==> config.mk <==
export PLATFORM = sky130hd
export DESIGN_NAME = lif_serial_mul
export DESIGN_NICKNAME = d
export VERILOG_FILES = /design/src/rtl/core/lif_pkg.sv /design/src/rtl/core/lif_serial_mul.sv
export VERILOG_INCLUDE_DIRS = /design/src /design/src/rtl/core
export SDC_FILE = /design/constraint.sdc
export NUM_CORES = 1
export LEC_CHECK = 0
export BUFFER_PORTS_ARGS = -buffer_cell sky130_fd_sc_hd__buf_4
export CORE_AREA = 2 2 113 115
export DETAILED_ROUTE_END_ITERATION = 10
export DIE_AREA = 0 0 115 117
export MAX_ROUTING_LAYER = met4
export PLACE_DENSITY = 0.92
export RECOVER_POWER = 25
export SYNTH_ARGS = -nofsm -noshare
export SYNTH_HDL_FRONTEND = slang
export SYNTH_SLANG_ARGS = --single-unit
==> constraint.sdc <==
create_clock -name i_clk -period 10.2 [get_ports i_clk]
set_input_delay 0.51 -clock i_clk [delete_from_list [all_inputs] [get_ports i_clk]]
set_output_delay 0.51 -clock i_clk [all_outputs]
set_load 0.01 [all_outputs]
==> src/rtl/core/lif_neuron_update_engine_assert.svh <==
// Assertion macros shared by the neuron update engine RTL.
// Depends on nothing; the files that check their own logic include it.
// Define NO_ASSERTIONS to compile every macro to nothing.
`ifndef LIF_NEURON_UPDATE_ENGINE_ASSERT_SVH
`define LIF_NEURON_UPDATE_ENGINE_ASSERT_SVH

`ifndef NO_ASSERTIONS

// Same-cycle implication, checked at every rising clock edge out of reset.
`define LIF_ASSERT_IMPL(lbl, clk, rstn, ante, cons) \
    lbl: assert property (@(posedge clk) disable iff (!(rstn)) (ante) |-> (cons)) \
        else $error("lif engine: same-cycle check failed");

// Next-cycle implication, checked at every rising clock edge out of reset.
`define LIF_ASSERT_NEXT(lbl, clk, rstn, ante, cons) \
    lbl: assert property (@(posedge clk) disable iff (!(rstn)) (ante) |=> (cons)) \
        else $error("lif engine: next-cycle check failed");

`else

`define LIF_ASSERT_IMPL(lbl, clk, rstn, ante, cons)
`define LIF_ASSERT_NEXT(lbl, clk, rstn, ante, cons)

`endif

`endif

==> src/rtl/core/lif_pkg.sv <==
// Shared types, codes and saturation helpers of the neuron update engine.
// Depends on nothing; every RTL module imports it.
`default_nettype none

package lif_pkg;

    // Command codes.
    localparam logic [1:0] OP_UPDATE = 2'd0;
    localparam logic [1:0] OP_INC    = 2'd1;
    localparam logic [1:0] OP_LOAD   = 2'd2;
    localparam logic [1:0] OP_NOP    = 2'd3;

    // Population parameter slots.
    localparam logic [2:0] PS_KS     = 3'd0;
    localparam logic [2:0] PS_MEAN   = 3'd1;
    localparam logic [2:0] PS_SIGMA  = 3'd2;
    localparam logic [2:0] PS_KM     = 3'd3;
    localparam logic [2:0] PS_REST   = 3'd4;
    localparam logic [2:0] PS_THRESH = 3'd5;
    localparam logic [2:0] PS_RESET  = 3'd6;
    localparam logic [2:0] PS_REFR   = 3'd7;
    localparam int PARAM_SLOTS = 8;

    // Default sizes.
    localparam int NEURONS_DEF     = 1024;
    localparam int POPULATIONS_DEF = 4;

    // Membrane value after reset: -65.0 in Q16.16.
    localparam logic signed [31:0] MEMBRANE_RESET_Q = -32'sd4259840;

    // One command beat.
    typedef struct packed {
        logic [1:0]         opcode;
        logic [9:0]         neuron;
        logic [1:0]         population;
        logic [31:0]        tick;
        logic signed [31:0] noise;
        logic signed [31:0] value;
        logic [2:0]         param_select;
    } t_cmd;

    // One result beat.
    typedef struct packed {
        logic        spike;
        logic [9:0]  spike_neuron;
        logic [31:0] spike_tick;
    } t_result;

    // State of one neuron as held in the store.
    typedef struct packed {
        logic signed [31:0] membrane;
        logic signed [31:0] syn_current;
        logic [31:0]        last_tick;
        logic               has_spiked;
    } t_neuron;

    localparam t_neuron NEURON_RESET = '{
        membrane:    MEMBRANE_RESET_Q,
        syn_current: 32'sd0,
        last_tick:   32'd0,
        has_spiked:  1'b0
    };

    // Clamp a 34-bit signed sum to the signed 32-bit range.
    function automatic logic signed [31:0] sat32(input logic signed [33:0] v);
        logic signed [31:0] r;
        if (v > 34'sd2147483647) begin
            r = 32'sh7FFFFFFF;
        end else if (v < -34'sd2147483648) begin
            r = 32'sh80000000;
        end else begin
            r = v[31:0];
        end
        return r;
    endfunction

endpackage

`default_nettype wire

==> src/rtl/core/lif_serial_mul.sv <==
// Bit-serial signed Q16.16 multiplier: one multiplier bit per cycle,
// floor of the product over 65536, saturated to 32 bits. Uses lif_pkg.
`default_nettype none

module lif_serial_mul
    import lif_pkg::*;
(
    input  wire logic               i_clk,
    input  wire logic               i_rst_n,
    input  wire logic               i_start,
    input  wire logic signed [31:0] i_a,
    input  wire logic signed [31:0] i_b,
    output logic                    o_done,
    output logic signed [31:0]      o_q
);

`include "lif_neuron_update_engine_assert.svh"

    logic               r_busy;
    logic               r_done;
    logic [4:0]         r_cnt;
    logic signed [31:0] r_a;
    logic [31:0]        r_b;
    logic signed [32:0] r_hi;
    logic [31:0]        r_lo;

    logic signed [33:0] w_part;
    logic signed [33:0] w_sum;
    logic signed [48:0] w_q;

    // Partial product of this step; the top multiplier bit weighs negative.
    always_comb begin
        if (!r_b[0]) begin
            w_part = '0;
        end else if (r_cnt == 5'd31) begin
            w_part = -34'(r_a);
        end else begin
            w_part = 34'(r_a);
        end
        w_sum = 34'(r_hi) + w_part;
    end

    // Control and shift-add datapath.
    always_ff @(posedge i_clk) begin
        if (!i_rst_n) begin
            r_busy <= 1'b0;
            r_done <= 1'b0;
            r_cnt  <= '0;
        end else begin
            r_done <= r_busy && (r_cnt == 5'd31);
            if (i_start) begin
                r_busy <= 1'b1;
                r_cnt  <= '0;
            end else if (r_busy) begin
                r_cnt <= r_cnt + 5'd1;
                if (r_cnt == 5'd31) begin
                    r_busy <= 1'b0;
                end
            end
        end
        if (i_start) begin
            r_a  <= i_a;
            r_b  <= i_b;
            r_hi <= '0;
            r_lo <= '0;
        end else if (r_busy) begin
            r_hi <= w_sum[33:1];
            r_lo <= {w_sum[0], r_lo[31:1]};
            r_b  <= {1'b0, r_b[31:1]};
        end
    end

    // Drop sixteen fraction bits (floor) and clamp.
    always_comb begin
        w_q = {r_hi, r_lo[31:16]};
        if (w_q > 49'sh7FFFFFFF) begin
            o_q = 32'sh7FFFFFFF;
        end else if (w_q < -49'sh80000000) begin
            o_q = 32'sh80000000;
        end else begin
            o_q = w_q[31:0];
        end
    end

    assign o_done = r_done;

    `LIF_ASSERT_NEXT(a_mul_start_busy, i_clk, i_rst_n, i_start, r_busy)
    `LIF_ASSERT_IMPL(a_mul_done_idle, i_clk, i_rst_n, o_done, !r_busy)
    `LIF_ASSERT_NEXT(a_mul_last_done, i_clk, i_rst_n, r_busy && !i_start && r_cnt == 5'd31, o_done)

endmodule

`default_nettype wire

==> reports/results.tsv, run 1 <==
stage	metric	value	unit
synth	yosys-top-cells-count	115 x nand2_1, 64 x edfxtp_1, 64 x nor2_1	
die	total_core_area	12300	µm²
critical_path	critical_path_cell_count	15	
global_route	pin_count_of_the_biggest_net_entering_global_routing	63	
synth	share_of_flip_flops_with_an_asynchronous_set_or_reset_after_synthesis	0	
detailed_routing	detail_route.wl_per_cell	17.6	µm
synth	most_common_cell_in_the_synthesized_netlist	nand2_1	
worst_hold_path	hold_path_class	in -> reg	
global_route	grt_pass1_wl	28600	µm
critical_path	reg2reg_depth	15	
synth	synth_enable_flop_cells	64	
synth	yosys-top-cells-area	edfxtp_1 27%, dfxtp_1 15%, ha_1 6.2%	
critical_path	critical-path-slowest-cell	ha_1	
clock_network	cts_tree	yes	
detailed_routing	drt_iter0_markers	479	
global_route	globalRouteTotalUtil	0.281	
critical_path	crit_path_cell_trace	ha_1 -> and3_1 -> ha_1 -> nand2b_1 -> xnor2_1 -> and2_1 -> ha_1 -> nor2b_1 -> o31a_1 -> o31ai_1 -> a21oi_1 -> o41ai_2 -> a211oi_1 -> or3_1 -> a32o_1	
synth	synth-seq-cells	120	
sta	tightest_pin_transition	2.18	ns
run_status	violations	max-capacitance violations, max-slew violations	
layout	final_layout_size_suffix_gt1_frac	0.202	
sta	relSlewSlack	-0.453	
detailed_routing	final_antenna_net_count	0	
global_route	via_count_of_the_first_global_routing_pass	5779	
worst_hold_path	worst_hold_path.num_cells	1	
clock_network	clk-insertion-delay-late	0.41	ns
sta	finalSetupViolCount	0	
placement	portBuffers	99	
layout	area_delta_synth_final	19.6	%
detailed_routing	drc	0	
critical_path	timing.rr.start	r_cnt[0]	
placement	gp_congestion	0.981	
power	post-layout-total-power	1.54	mW
synth	synth_flop_cell	edfxtp_1	
detailed_routing	met1Wirelength	7740	µm
synth	synth.distinct_cells	58	
detailed_routing	met2WireLength	8320	µm
sta	final.period_utilization	0.516	
critical_path	cp_data_arrival_time	5.56	ns
synth	netlist_area	7240	µm²
placement	hpwl	12100	µm
die	die_height	117	µm
sta	finalMaxSlewViolations	46	
die	num_io_pins	100	
sta	grt_setup_unrepaired	no	
layout	antenna_cells_inserted	0	
clock_network	tritoncts_buffer_count	17	
die	placement_rows	41	
layout	layoutNonFillerInstCount	1016	
critical_path	cp_top_family	compound AO/OA/AOI/OAI gates	
power	total_leakage_power	3.54	nW
critical_path	worst-path-max-fanout	37	
sta	max_clock_freq	0.190	GHz
sta	clock_skew	0.0115	ns
synth	synthesis.nets	873	
synth	syn-instance-count	769	
sta	report.final.hold_viol_count	0	
global_route	grt_antenna_before_repair	0	
detailed_routing	detailroute.via_count	6063	
sta	fin_tns_setup	0	ns
layout	num-nets-final	957	
synth	synth_top_area_share	0.265	
synth	postSynthAreaPerCell	9.42	µm²
placement	post-place-cells	984	
critical_path	cp.required	10.50	ns
die	die-width	115	µm
clock_network	post_cts_buffers	0	
synth	yosysSeqAreaShare	0.420	
power	power.density_cell_area	178	nW/µm²
clock_network	cts_max_level	4	
sta	hold_ws	0.291	ns
placement	postPlaceCellArea	8070	µm²
global_route	grt.overflow.total	0	
detailed_routing	drt-vias-per-instance	5.97	
critical_path	critical_path.startpoint_type	flip-flop	
die	initial_standard_cell_utilization_of_the_core	0.588	
critical_path	regToRegEndpoint	r_hi[25]	
clock_network	clock_tree.root_cell	clkbuf_16	
detailed_routing	maxUsedRoutingLayer	met4	
critical_path	most_frequent_cell_on_the_critical_path	ha_1	
clock_network	cts_hold_buffers	0	
synth	synth.yosys.warnings	0	
detailed_routing	wl_met3	1450	µm
layout	layout.cell_area.non_filler	8660	µm²
critical_path	critical-path-max-stage-delay	0.93	ns
detailed_routing	final_wl	17800	µm
run_status	run_status	finished with violations	
worst_hold_path	hold_path.startpoint	i_a[29]	
critical_path	critical_path_buf_inv_count	0	
critical_path	setup.worst_path.class	reg -> reg	
clock_network	clk_pin_slew	0.06	ns
critical_path	timing.critical_path.to_type	flip-flop	
power	ir_worst_vdd	0.000124	V
flow_run	maxCapViolations	1	
die	design.die.area	13500	µm²
clock_network	postCtsResizedCells	0	
clock_network	clock_tree.buffer_depth	2	
detailed_routing	detail_route.first_pass.iterations	5	
synth	synth.largest_area_cell	edfxtp_1	
layout	fill_cells	828	
critical_path	regToRegSetupSlack	4.93	ns
worst_hold_path	min_to	r_a[29]	
sta	min_period	5.27	ns
clock_network	tritoncts_num_sinks	120	
cell usage in the layout (no fill, tap or decap), types with 7 or more instances in the layout:
cell       Yosys  layout
and2_1        31      31
mux2_2        32      32
inv_1         17      17
a21oi_1       36      36
nand2_1      115     115
a21o_1        18      18
buf_4          0      69
nand4_1       11      11
nor2_1        64      64
clkbuf_4       0      32
o31ai_1       11      11
edfxtp_1      64      64
nand3_1       14      14
a211oi_1      11      11
xor2_1        13      13
mux2i_1       29      29
xnor2_1       40      40
clkbuf_16      0      17
dfxtp_1       56      55
o21ai_0       33      33
o21bai_1       7       7
ha_1          36      36
per-layer routing:
layer,GRT usage,vias up
met4,0.106,0
met5,-,-
met1,0.367,2830
met2,0.432,258
met3,0.0623,30
li1,-,2945
per-stage QoR:
step,util,setup WS (ns)
after global placement,0.655,5.46
after CTS,0.704,5.06
after floorplan,-,5.78
final,0.703,4.93
after global routing,0.703,4.66
after detailed placement,0.655,5.29
cell type report:
| cell class | instances | area (µm²) | area share |
|---|---|---|---|
| Clock inverter | 13 | 168 | 0.0194 |
| Multi-Input combinational cell | 594 | 4000 | 0.462 |
| Clock buffer | 19 | 433 | 0.0500 |
| Sequential cell | 120 | 3040 | 0.351 |
| Tap cell | 150 | 188 | 0.0217 |
| Timing Repair Buffer | 103 | 766 | 0.0884 |
| Inverter | 17 | 63.8 | 0.00737 |
report_power, final:
group	internal, mW	switching [mW]
registers	0.551	0.0328
clock network	0.387	0.229
logic	0.162	0.182
total	1.10	0.444
cells by family (layout without fill, tap and decap cells):
family / count (synthesis) / after routing / share of synthesized area
flops: 120 / 120 / 0.420
mux: 62 / 62 / 0.0914
xor+xnor: 53 / 53 / 0.0641
fa+ha+maj: 37 / 37 / 0.0650
buf+inv: 55 / 152 / 0.0287
simple gates: 285 / 285 / 0.186
compound gates: 157 / 157 / 0.144
sequential cells by signal, summed over array words and instances (netlist names):
name    cells
r_lo       16
r_cnt       5
r_hi       33
o_done      1
r_a        32
r_busy      1
r_b        32
how the worst max path moves through the flow:
stage | startpoint | to | slack, ns
5_1_grt | r_cnt[0] | r_hi[25] | 4.66
2_1_floorplan | r_a[11] | r_hi[32] | 5.78
3_3_place_gp | r_cnt[0] | r_hi[29] | 5.46
3_5_place_dp | r_cnt[0] | r_hi[25] | 5.29
6_report | r_cnt[0] | r_hi[25] | 4.93
4_1_cts | r_cnt[0] | r_hi[25] | 5.06
Power figures use the tool's default switching activity.
==> run 2: changes to the inputs <==
- ABC_AREA: default -> 1
- CORE_AREA: 2 2 113 115 -> 2 2 118 120
- DIE_AREA: 0 0 115 117 -> 0 0 120 122
- PLACE_DENSITY: 0.92 -> 0.9
- clock period: 10.2 -> 5.2 ns (I/O delays scaled with it)
==> reports/results.tsv, run 2 <==
stage	metric	value	unit	change
run_status	run_status	finished with violations		
run_status	violations	max-capacitance violations, max-slew violations		
synth	synth.distinct_cells	47		-19%
synth	synth_enable_flop_cells	64		unchanged
layout	max_ffs_per_register	33		unchanged
layout	most-common-layout-cells	253 x nand2_1, 170 x inv_1, 100 x nor2_1		
synth	postSynthAreaPerCell	7.14	µm²	-24%
sta	tightest_pin_transition	2.43	ns	+0.254 ns
clock_network	tritoncts_buffer_count	17		unchanged
power	power.density_cell_area	297	nW/µm²	+67%
sta	min_period	3.73	ns	-1.54 ns
die	placement_rows	43		+4.9%
layout	num-nets-final	1305		+36%
synth	yosys-top-cells-count	253 x nand2_1, 170 x inv_1, 100 x nor2_1		
detailed_routing	drt-vias-per-instance	5.48		-8.2%
synth	synth_top_area_share	0.249		-0.0165
die	num_io_pins	100		unchanged
global_route	globalRouteTotalUtil	0.315		+0.0337
die	design.die.area	14600	µm²	+8.8%
synth	most_common_cell_in_the_synthesized_netlist	nand2_1		
placement	hpwl	15000	µm	+24%
die	die_height	122	µm	+4.3%
layout	regMostFlops	r_hi		
detailed_routing	final_antenna_net_count	0		unchanged
critical_path	reg2reg_depth	24		+9
sta	final.period_utilization	0.717		+0.201
die	initial_standard_cell_utilization_of_the_core	0.572		-0.0165
sta	finalMaxSlewViolations	90		+96%
clock_network	cts_tree	yes		
layout	antenna_cells_inserted	0		unchanged
clock_network	cts_max_level	4		unchanged
detailed_routing	detail_route.first_pass.iterations	6		+1
power	post-layout-total-power	2.80	mW	+82%
synth	synth_flop_cell	edfxtp_1		
detailed_routing	detailroute.via_count	7633		+26%
worst_hold_path	hold_path_class	in -> reg		
critical_path	cp_data_arrival_time	4.05	ns	-1.51 ns
detailed_routing	final_wl	21200	µm	+19%
clock_network	post_cts_buffers	0		unchanged
sta	relSlewSlack	-0.623		-0.169
clock_network	postCtsResizedCells	0		unchanged
layout	layout.cell_area.non_filler	9440	µm²	+8.9%
synth	netlist_area	7720	µm²	+6.6%
clock_network	cts_hold_buffers	25		+25
synth	synthesis.nets	1186		+36%
sta	report.final.hold_viol_count	0		unchanged
placement	portBuffers	99		unchanged
critical_path	timing.rr.start	r_cnt[0]		
critical_path	regToRegSetupSlack	1.47	ns	-3.46 ns
placement	preCtsSetupSlack	1.56	ns	-3.73 ns
worst_hold_path	min_to	r_a[10]		
clock_network	clk_pin_slew	0.06	ns	about the same
synth	share_of_flip_flops_with_an_asynchronous_set_or_reset_after_synthesis	0		unchanged
clock_network	clock_tree.buffer_depth	2		unchanged
sta	grt_setup_unrepaired	no		
global_route	grt.overflow.total	0		unchanged
power	ir_worst_vdd	0.000333	V	+170%
flow_run	maxCapViolations	2		+1
sta	clock_skew	0.00954	ns	-0.00191 ns
detailed_routing	drc	0		unchanged
clock_network	tritoncts_num_sinks	120		unchanged
critical_path	critical-path-slowest-cell	ha_1		
detailed_routing	drt_iter0_markers	674		+41%
sta	fin_tns_setup	0	ns	unchanged
layout	final_layout_size_suffix_gt1_frac	0.140		-0.0620
synth	synth.yosys.warnings	0		unchanged
die	die-width	120	µm	+4.3%
clock_network	clock_tree.root_cell	clkbuf_16		
layout	layoutNonFillerInstCount	1394		+37%
global_route	pin_count_of_the_biggest_net_entering_global_routing	59		-6.3%
synth	synth-seq-cells	120		unchanged
critical_path	timing.critical_path.to_type	flip-flop		
critical_path	cp_top_family	simple AND/OR/NAND/NOR gates		
layout	top_regs	r_hi: 33 flops, r_a: 32 flops, r_b: 32 flops		
sta	max_clock_freq	0.268	GHz	+41%
worst_hold_path	worst_hold_path.num_cells	1		unchanged
placement	post-place-cells	1337		+36%
critical_path	critical-path-max-stage-delay	0.38	ns	-0.55 ns
sta	finalSetupViolCount	0		unchanged
critical_path	critical_path_buf_inv_count	5		+5
synth	synth.largest_area_cell	edfxtp_1		
critical_path	most_frequent_cell_on_the_critical_path	inv_1		
sta	timing.final.ws_setup	1.47	ns	-3.46 ns
synth	yosysSeqAreaShare	0.394		-0.0261
critical_path	regToRegEndpoint	r_hi[28]		
power	total_leakage_power	4.25	nW	+20%
detailed_routing	detail_route.wl_per_cell	15.2	µm	-13%
layout	final_common_cell	nand2_1		
critical_path	cp.required	5.52	ns	-4.98 ns
critical_path	critical_path.startpoint_type	flip-flop		
placement	postPlaceCellArea	8640	µm²	+7.1%
layout	area_delta_synth_final	22.2	%	
global_route	grt_antenna_before_repair	0		unchanged
synth	syn-instance-count	1082		+41%
die	total_core_area	13500	µm²	+9.7%
worst_hold_path	hold_path.startpoint	i_a[10]		
critical_path	crit_path_cell_trace	ha_1 -> inv_1 -> nor3_1 -> ha_1 -> inv_1 -> nor2_1 -> nor2_4 -> nand2_2 -> a21oi_2 -> nand2_1 -> o21ai_0 -> a21oi_1 -> ha_1 -> nand2_1 -> nor2_1 -> inv_1 -> nor2_1 -> inv_1 -> nor2_1 -> nor3_1 -> nand3_1 -> nand3_1 -> nand2_1 -> inv_1		
synth	yosys-top-cells-area	edfxtp_1 25%, dfxtp_1 15%, nand2_1 12%		
layout	utilization	0.699		-0.00476
sta	hold_ws	0.0319	ns	-0.260 ns
placement	gp_congestion	1.00		+2.1%
critical_path	setup.worst_path.class	reg -> reg		
critical_path	worst-path-max-fanout	14		-62%
global_route	grt_pass1_wl	35000	µm	+22%
global_route	via_count_of_the_first_global_routing_pass	7268		+26%
clock_network	clk-insertion-delay-late	0.43	ns	+0.02 ns
-- run 2: how the worst max path moves through the flow --
stage / start / endpoint / slack [ns] / cells past startpoint
floorplan: r_cnt[1] / r_hi[31] / 1.99 / 22
global placement: r_cnt[0] / r_hi[28] / 1.62 / 24
detailed placement: r_cnt[0] / r_hi[31] / 1.56 / 21
CTS: r_cnt[0] / r_hi[28] / 1.52 / 24
global route: r_cnt[0] / r_hi[31] / 1.01 / 21
finish: r_cnt[0] / r_hi[28] / 1.47 / 24
-- run 2: where the power goes --
part	switching [mW]	leakage, nW	total (mW)	internal [mW]
logic	0.344	2.89	0.564	0.220
clock network	0.482	0.266	1.11	0.632
registers	0.0471	1.10	1.13	1.08
-- run 2: kinds of logic (layout without fill, tap and decap cells) --
group / after synthesis / after routing / share of synthesized area
AOI/OAI and AO/OA: 242 / 242 / 0.176
xor gates and xnor gates: 13 / 13 / 0.0147
adders and majority gates: 37 / 37 / 0.0609
buffers and inverters: 205 / 337 / 0.100
DFF: 120 / 120 / 0.394
and+or+nand+nor: 465 / 465 / 0.254
-- run 2: layout make-up --
| cell class | instances | area, µm² |
|---|---|---|
| multi-input cells | 757 | 3920 |
| clock buffers | 18 | 439 |
| inverters | 173 | 649 |
| clock inverters | 14 | 118 |
| well taps | 180 | 225 |
| repair buffers | 132 | 1040 |
| flip-flops and latches | 120 | 3040 |
| fillers | 1061 | 4070 |
-- run 2: worst register-to-register path, stage by stage (launching register included) --
cell and delay [ns]:
dfxtp_1 0.32, ha_1 0.21, inv_1 0.07, nor3_1 0.05, ha_1 0.23, inv_1 0.37, nor2_1 0.16, nor2_4 0.17
nand2_2 0.09, a21oi_2 0.20, nand2_1 0.11, o21ai_0 0.15, a21oi_1 0.07, ha_1 0.38, nand2_1 0.11, nor2_1 0.17
inv_1 0.08, nor2_1 0.14, inv_1 0.05, nor2_1 0.14, nor3_1 0.08, nand3_1 0.10, nand3_1 0.07, nand2_1 0.07
inv_1 0.04
-- run 2: per-layer routing --
metal / vias up / global-route usage / part of all wire
li1: 3826 / - / -
met1: 3448 / 0.384 / 0.41
met2: 308 / 0.509 / 0.48
met3: 51 / 0.0623 / 0.070
met4: 0 / 0.140 / 0.036
met5: - / - / 0
==> run 3: changes to the inputs <==
- clock period: 5.2 -> 3.6 ns (I/O delays scaled with it)
==> reports/results.tsv, run 3 (synthesis results as in run 2) <==
stage	metric	value	unit	change
power	comb_power_share	0.214		+0.013
die	die_height	122	µm	unchanged
flow_run	maxCapViolations	0		-2
sta	finalSetupViolCount	0		unchanged
power	total_leakage_power	4.43	nW	+4.3%
power	cell_internal_power_dissipation	2.90	mW	+50%
critical_path	critical_path_buf_inv_count	3		-2
sta	final.period_utilization	0.986		+0.269
clock_network	cts_max_level	4		unchanged
power	power_switching	1.34	mW	+54%
placement	portBuffers	99		unchanged
detailed_routing	detail_route.first_pass.iterations	6		unchanged
power	ir_worst_vdd	0.000414	V	+24%
global_route	grt_antenna_before_repair	0		unchanged
placement	hpwl	15600	µm	+3.7%
sta	finalMaxSlewViolations	0		-100%
layout	final_layout_size_suffix_gt1_frac	0.215		+0.0755
detailed_routing	detail_route.wl_per_cell	16.5	µm	+8.5%
die	num_io_pins	100		unchanged
layout	antenna_cells_inserted	0		unchanged
clock_network	clock_tree.root_cell	clkbuf_16		
layout	regMostFlops	r_hi		
clock_network	clk-insertion-delay-late	0.43	ns	about the same
layout	top_regs	r_hi: 33 flops, r_a: 32 flops, r_b: 32 flops		
layout	layoutNonFillerInstCount	1419		+1.8%
layout	final_common_cell	nand2_1		
detailed_routing	drt-vias-per-instance	5.70		+4.2%
critical_path	worst-path-max-fanout	18		+4
critical_path	timing.critical_path.to_type	flip-flop		
layout	max_ffs_per_register	33		unchanged
sta	min_period	3.55	ns	-0.180 ns
critical_path	cp.required	3.89	ns	-1.63 ns
sta	clock_skew	0.0111	ns	+0.00158 ns
global_route	via_count_of_the_first_global_routing_pass	7730		+6.4%
global_route	grt_pass1_wl	36200	µm	+3.3%
global_route	grt.overflow.total	0		unchanged
sta	report.final.hold_viol_count	0		unchanged
placement	gp_congestion	1.01		+0.61%
clock_network	clk_pin_slew	0.06	ns	about the same
power	power.density_cell_area	423	nW/µm²	+42%
clock_network	cts_tree	yes		
sta	timing.final.ws_setup	0.0504	ns	-1.42 ns
placement	postPlaceCellArea	8700	µm²	+0.67%
detailed_routing	detailroute.via_count	8094		+6.0%
run_status	run_status	finished, final reports clean		
die	design.die.area	14600	µm²	unchanged
critical_path	critical-path-slowest-cell	dfxtp_1		
layout	layout.cell_area.non_filler	10000	µm²	+6.2%
critical_path	critical_path.startpoint_type	flip-flop		
clock_network	clock_tree.buffer_depth	2		unchanged
critical_path	cp_top_family	compound AO/OA/AOI/OAI gates		
sta	relSlewSlack	0.208		+0.830
clock_network	tritoncts_buffer_count	17		unchanged
sta	hold_ws	0.0180	ns	-0.0138 ns
die	total_core_area	13500	µm²	unchanged
power	seqPwrFrac	0.386		-0.016
die	die-width	120	µm	unchanged
die	initial_standard_cell_utilization_of_the_core	0.572		unchanged
layout	num-nets-final	1330		+1.9%
worst_hold_path	hold_path_class	in -> reg		
placement	preCtsSetupSlack	0.0934	ns	-1.47 ns
detailed_routing	drt_iter0_markers	835		+24%
detailed_routing	drc	0		unchanged
critical_path	crit_path_cell_trace	ha_1 -> inv_1 -> nor3_1 -> ha_2 -> buf_6 -> buf_6 -> o21ai_0 -> nand2_1 -> o21ai_0 -> a21oi_1 -> ha_1 -> a21oi_2 -> o21ai_0 -> a21oi_1 -> o21ai_1 -> a21oi_1 -> nand3_1 -> nand3_1 -> o21ai_2		
critical_path	critical-path-max-stage-delay	0.37	ns	about the same
sta	max_clock_freq	0.282	GHz	+5.1%
critical_path	cp_data_arrival_time	3.84	ns	-0.21 ns
placement	post-place-cells	1343		+0.45%
layout	most-common-layout-cells	239 x nand2_1, 164 x inv_1, 89 x buf_4		
sta	tightest_pin_transition	1.19	ns	-1.25 ns
layout	area_delta_synth_final	29.8	%	
global_route	globalRouteTotalUtil	0.322		+0.00710
power	post-layout-total-power	4.24	mW	+51%
power	switching_fraction	0.317		+0.00557
clock_network	tritoncts_num_sinks	120		unchanged
detailed_routing	final_antenna_net_count	0		unchanged
critical_path	setup.worst_path.class	reg -> reg		
global_route	pin_count_of_the_biggest_net_entering_global_routing	48		-19%
power	power_frac_clock	0.400		+0.003
detailed_routing	final_wl	23400	µm	+10%
die	placement_rows	43		unchanged
## run 3: cell types whose count changed in the layout (fill, tap and decap cells not counted), sizes merged
cell	previous run	this run
clkbuf	54	50
dlygate4sd3	25	32
inv	177	183
buf	71	92
clkinv	7	2
clkinvlp	3	2
bufinv	0	1
## run 3: path summary, 6_finish.rpt
| kind | start | to | slack (ns) | cells past startpoint |
|---|---|---|---|---|
| setup / recovery | r_cnt[0] | r_hi[31] | 0.05 | 19 |
| hold / removal | i_b[25] | r_b[25] | 0.02 | 3 |
| setup reg to reg | r_cnt[0] | r_hi[31] | 0.05 | 19 |
| hold reg to reg | r_lo[16] | r_lo[16] | 0.49 | 2 |
## run 3: metal layers
layer / wire length, µm / part of all wire / vias up / global-route usage
li1: - / - / 3882 / -
met1: 9060 / 0.39 / 3676 / 0.373
met2: 11300 / 0.48 / 422 / 0.525
met3: 1770 / 0.076 / 114 / 0.0655
met4: 1290 / 0.055 / 0 / 0.179
met5: 0 / 0 / - / -
## run 3: timing repair
action                     in CTS  in global routing
setup endpoints to repair       0                 20
buffers inserted                0                 12
gates resized for setup         0                102
hold buffers                   32                  0
hold endpoints to repair       32                  0
## run 3: through the flow
stage,setup TNS [ns],utilization
6_report,0,0.742
5_1_grt,-1.13,0.742
4_1_cts,0,0.711
3_5_place_dp,0,0.644
3_3_place_gp,0,0.644
2_1_floorplan,0,-
## run 3: power groups by stage
stage	logic [mW]	registers, mW	clock network (mW)
finish	0.907	1.64	1.70
global route	0.994	1.64	1.77
global placement	0.764	1.65	0
CTS	0.821	1.63	1.69
detailed placement	0.779	1.66	0
floorplan	0.502	1.63	0
## run 3: cell type report
| type | count | area (µm²) |
|---|---|---|
| clock inverter | 15 | 155 |
| sequential | 120 | 3040 |
| fill | 934 | 3480 |
| multi-input combinational | 757 | 4250 |
| inverter | 173 | 649 |
| tap | 180 | 225 |
| timing repair buffer | 157 | 1270 |
| clock buffer | 17 | 425 |
## run 3: worst min-delay path, delay by kind of cell
family,cells,cell delay (ns)
buf+inv,1,0.07
simple gates,2,0.09
